[config.mk]
export PLATFORM = sky130hd
export DESIGN_NAME = pesm_reply_check
export DESIGN_NICKNAME = d
export VERILOG_FILES = /design/src/hw/rtl/pesm_pkg.sv /design/src/hw/rtl/pesm_reply_check.sv
export SDC_FILE = /design/constraint.sdc
export NUM_CORES = 1
export LEC_CHECK = 0
export BUFFER_PORTS_ARGS = -buffer_cell sky130_fd_sc_hd__buf_2
export CAP_MARGIN = 40
export CORE_MARGIN = 5
export CORE_UTILIZATION = 35
export DETAILED_ROUTE_END_ITERATION = 7
export GPL_TIMING_DRIVEN = 0
export PLACE_DENSITY = 0.95
export SLEW_MARGIN = 10
export SYNTH_ARGS = -nofsm -noshare
export SYNTH_HDL_FRONTEND = slang
export SYNTH_SLANG_ARGS = --single-unit
[constraint.sdc]
create_clock -name vclk -period 2.7
set_input_delay 0.27 -clock vclk [all_inputs]
set_output_delay 0.27 -clock vclk [all_outputs]
set_load 0.1 [all_outputs]
[src/hw/rtl/pesm_pkg.sv]
// Shared constants, codes and types for the paced echo sweep matcher.
// No dependencies; imported by every module of the block except pesm_stamp_ram.
`default_nettype none

package pesm_pkg;

    localparam int MAX_HOSTS = 256;
    localparam int IDX_W     = $clog2(MAX_HOSTS);

    localparam logic [2:0] ACT_POLL    = 3'd0;
    localparam logic [2:0] ACT_OUTCOME = 3'd1;
    localparam logic [2:0] ACT_REPLY   = 3'd2;
    localparam logic [2:0] ACT_START   = 3'd3;
    localparam logic [2:0] ACT_STOP    = 3'd4;

    localparam logic [1:0] KIND_NONE  = 2'd0;
    localparam logic [1:0] KIND_SEND  = 2'd1;
    localparam logic [1:0] KIND_ALIVE = 2'd2;

    localparam logic [2:0] CFG_BASE_ADDR   = 3'd0;
    localparam logic [2:0] CFG_HOST_COUNT  = 3'd1;
    localparam logic [2:0] CFG_BATCH_SIZE  = 3'd2;
    localparam logic [2:0] CFG_PACE_MS     = 3'd3;
    localparam logic [2:0] CFG_RETRY_LIMIT = 3'd4;
    localparam logic [2:0] CFG_LINGER_MS   = 3'd5;

    localparam logic [31:0] RST_BASE_ADDR   = 32'd0;
    localparam logic [8:0]  RST_HOST_COUNT  = 9'd254;
    localparam logic [6:0]  RST_BATCH_SIZE  = 7'd12;
    localparam logic [15:0] RST_PACE_MS     = 16'd20;
    localparam logic [3:0]  RST_RETRY_LIMIT = 4'd3;
    localparam logic [15:0] RST_LINGER_MS   = 16'd1400;

    localparam logic [15:0] PROBE_IDENT = 16'h4E45;
    localparam logic [13:0] RTT_CAP     = 14'd9999;
    localparam logic [7:0]  IHL_MASK    = 8'h0F;
    localparam logic [9:0]  INDEX_SAT   = 10'd511;

    typedef enum logic {
        ST_IDLE,
        ST_EXEC
    } state_t;

    typedef struct packed {
        logic [7:0]  length;
        logic [7:0]  ver_ihl;
        logic [7:0]  icmp_type;
        logic [15:0] ident;
        logic [15:0] seq;
    } rx_hdr_t;

endpackage

`default_nettype wire

[src/hw/rtl/pesm_reply_check.sv]
// Echo reply header validation: length, version, header length, type, ident, seq.
// Depends on pesm_pkg.
`default_nettype none

module pesm_reply_check (
    input  wire pesm_pkg::rx_hdr_t hdr,
    input  wire logic [8:0]        hosts,
    output logic                   match
);

    import pesm_pkg::*;

    logic [5:0] hdr_bytes;
    logic [8:0] need_len;

    always_comb
    begin
        hdr_bytes = {(hdr.ver_ihl[3:0] & IHL_MASK[3:0]), 2'b00};
        need_len  = 9'(hdr_bytes) + 9'd8;
        match = (hdr.length >= 8'd20) &&
                (hdr.ver_ihl[7:4] == 4'd4) &&
                (hdr_bytes >= 6'd20) &&
                ({1'b0, hdr.length} >= need_len) &&
                (hdr.icmp_type == 8'd0) &&
                (hdr.ident == PROBE_IDENT) &&
                (hdr.seq < 16'(hosts));
    end

endmodule

`default_nettype wire

* Yosys cells after proc, flatten, opt, wreduce, memory -nomap -nowiden *
Cells that the tools add are included.

word-level totals
  output and inout port bits = 1
  register bits = 0
  logic and storage cells = 14

operators by class
  equality and inequality tests = 2
  $add $sub $neg = 1
  magnitude comparators = 4
  reduce and logical (&&, ||, !) cells = 7

operators by type and width
  operator                                                            count
  == test 16 x 15 -> 1 bit (second input constant)                    1
  less-than comparator 16 x 9 -> 1 bit                                1
  greater-or-equal comparator 8 x 5 -> 1 bit (second input constant)  1
  greater-or-equal comparator 8 x 7 -> 1 bit                          1
  zero test 8 bit                                                     1
  adder 6 x 4 -> 7 bit (second input constant)                        1
  greater-or-equal comparator 6 x 5 -> 1 bit (second input constant)  1
  logical AND 1 bit                                                   6
  == test 4 x 3 -> 1 bit (second input constant)                      1

* Depth between registers and ports, before layout *
  word-level depth = 7
  gate-level depth with buffers = 6
  mapped depth without buffers = 6

* Least setup slack after synthesis *
No wires, ideal clock.

  kind = input to output
  from = in hdr[50] (netlist bit)
  to = out match
  slack = -0.170 ns
  path buffers = 0
  required time = 2.430 ns
  arrival = 2.600 ns
  stages on the path = 6
  path through = inv_1 > ha_1 > or3b_2 > a21boi_0 > o2111ai_1 > a221oi_2

between the ends
  word-level cells in the longest chain between the ends = 7

ends and longest elaborated chain
  element                                     RTL line                source
  start, declared                             pesm_reply_check.sv:6   input wire pesm_pkg::rx_hdr_t hdr,
  greater-or-equal comparator 8 x 5 -> 1 bit  pesm_reply_check.sv:20  match = (hdr.length >= 8'd20) &&
  logical AND 1 bit                           pesm_reply_check.sv:20
  logical AND 1 bit                           pesm_reply_check.sv:21  (hdr.ver_ihl[7:4] == 4'd4) &&
  logical AND 1 bit (*)                       pesm_reply_check.sv:22  (hdr_bytes >= 6'd20) &&
  logical AND 1 bit (*)                       pesm_reply_check.sv:23  ({1'b0, hdr.length} >= need_len) &&
  logical AND 1 bit (*)                       pesm_reply_check.sv:24  (hdr.icmp_type == 8'd0) &&
  logical AND 1 bit (*)                       pesm_reply_check.sv:25  (hdr.ident == PROBE_IDENT) &&
  end, declared                               pesm_reply_check.sv:8   output logic match

Mark *: on every way between the ends. The rest lies on a longest branch, timed or not.

* Final worst setup path *
Ends and elaborated chain as after synthesis.

==> qor.yml <==
status:
  status: "completed"
clock_tree:
  cts_repair_resize_count: 0
  cts_setup_buffers: 0
  hold_buffers: 0
global_routing:
  overflow: 0
  antenna_found_initial: 0
  grt_max_degree: 5
  grt_pass1_vias: 756
  grt_first_pass_wirelength_um: 2691
  grt_usage: 0.1620
detailed_routing:
  via_per_inst: 5.171
  routedWlPerCell_um: 12.39
  drt_iter0_drc: 2
  highest_layer: "met4"
  final_antenna_net_count: 0
  vias: 724
  drt-total-wl_um: 1734
  drc: 0
  dr.pass1.iters: 2
  wl_met1_um: 544
  route.met2.wl_um: 934
  wl_met3_um: 231
timing:
  finalMaxSlewViolations: 0
  fin_hold_ws_ns: 1.176
  finalSetupViolCount: 0
  rsz0062_at_grt: "no"
  min_period_over_period: 0.9249
  hold_viol: 0
  max_slew_margin: 0.6710
  max_freq_ghz: 0.4004
  worstMarginPinSlew_ns: 0.4969
  finalSetupTns_ns: 0
  period_needed_ns: 2.497
synthesis:
  synthTopCellsByCount: "ha_1 (14), inv_1 (11), nor4b_1 (5)"
  synthCells: 59
  synth_seq_area_share: 0
  avgSynthCellArea_sq_um: 8.101
  synth_nets: 138
  synth_most_common_cell: "ha_1"
  syn-cell-area_sq_um: 478.0
  synth_top_area_share: 0.3665
  yosysTopAreaCell: "ha_1"
  ys_types: 26
  yosys_warnings: 0
  synth_area_leaders: "ha_1 (37%), nor4b_1 (9.2%), inv_1 (8.6%), nand4_1 (3.9%), a211o_1 (3.7%)"
setup_path:
  cp_max_fo: 2
  cp.required_ns: 2.43
  cp.arrival_ns: 2.23
  end_kind: "output port"
  start_kind: "input port"
  path_class: "input port to output port"
floorplanning:
  start_util: 0.3673
  die_y_um: 46.96
  die_x_um: 46.96
  rows: 13
  die_area_sq_um: 2205
  ios: 66
  coreArea_sq_um: 1301
placed_design:
  numPortBuffers: 66
  routabilityCongestion: 0.7378
  dpl.hpwl_um: 1717
final_layout:
  nNetsFinal: 206
  diodes: 0
  fin_util: 0.6442
  syn_to_final_growth_pct: 75.39
  seq_area_sq_um: 0
  drive_above_1_share: 0.5520
  design.seq.count: 0
  nClkBuffers: 0
pwr:
  power.switching_w: 0.00004159
  finalPower_w: 0.0001019
  p_clk_frac: 0
  internal_power_w: 0.00006031
  powerDensity_nw_per_um2: 121.5
  vdd_drop_max_mv: 0.05658
  power.share.switching: 0.4081
  seqPwrFrac: 0
  p_leak_nw: 0.4984
  p_comb_frac: 1.000
hold_path:
  hold_path_class: "input port to output port"
run:
  maxCapViolations: 0
worst max-delay path: stages:
cell and delay (ns):
buf_2 0.09, inv_1 0.03, ha_1 0.25, or3b_2 0.43
a21boi_0 0.21, o2111ai_1 0.20, a221oi_4 0.28, buf_2 0.46
placed cells by master, fill, tap and decap left out:
| master | n |
|---|---|
| inv_1 | 11 |
| a211oi_1 | 1 |
| or4_1 | 1 |
| o2111ai_1 | 2 |
| nor4_1 | 2 |
| a21boi_0 | 1 |
| nor4b_1 | 5 |
| a211o_1 | 2 |
| and2_1 | 1 |
| xnor2_1 | 1 |
| a21o_1 | 1 |
| nor2_1 | 1 |
| o21ai_0 | 1 |
| a221oi_4 | 1 |
| a21oi_1 | 1 |
| nand4_1 | 3 |
| o31ai_1 | 1 |
| o21a_1 | 2 |
| buf_2 | 66 |
| ha_1 | 14 |
| or3b_2 | 1 |
| and3b_1 | 1 |
| a31oi_1 | 1 |
| nor4b_2 | 1 |
| nand3_1 | 1 |
| nand2b_1 | 1 |
| nor3_1 | 1 |
kinds of logic after synthesis:
logic type | count (synthesis) | synth area share
fa+ha+maj | 14 | 0.3665
simple gates | 19 | 0.2958
compound gates | 14 | 0.2330
buf+inv | 11 | 0.08639
xor+xnor | 1 | 0.01833
path summary, 6_finish.rpt:
kind,startpoint,end,slack (ns),cells past startpoint
worst min-delay path,hdr[35],match,1.18,6
worst max-delay path,hdr[50],match,0.20,8
through the flow:
step	area (sq um)	std cells	worst slack, ns
6_report	838.3	140	0.2027
5_1_grt	838.3	140	0.1475
4_1_cts	838.3	140	0.2127
3_5_place_dp	838.3	140	0.2231
3_3_place_gp	838.3	140	0.2382
2_1_floorplan	489.2	59	0.2335
routing by layer:
layer,global-route usage,up-vias
li1,-,366
met1,0.1573,311
met2,0.3523,45
met3,0.02299,2
met4,0.02210,0
met5,0,-
final cells by class:
cell class                      instances  area (sq um)
Timing Repair Buffer                   66         330.3
Tap cell                               15         18.77
Inverter                               11         41.29
Fill cell                             135         462.9
Multi-Input combinational cell         48         447.9
power groups by stage:
stage | logic (W) | clock network (W) | registers (W)
after floorplan | 0.0000444 | 0 | 0
after global placement | 0.0000962 | 0 | 0
after detailed placement | 0.000103 | 0 | 0
after CTS | 0.000104 | 0 | 0
after global routing | 0.000116 | 0 | 0
final | 0.000102 | 0 | 0
No activity file was read; power rests on OpenSTA's default activity.
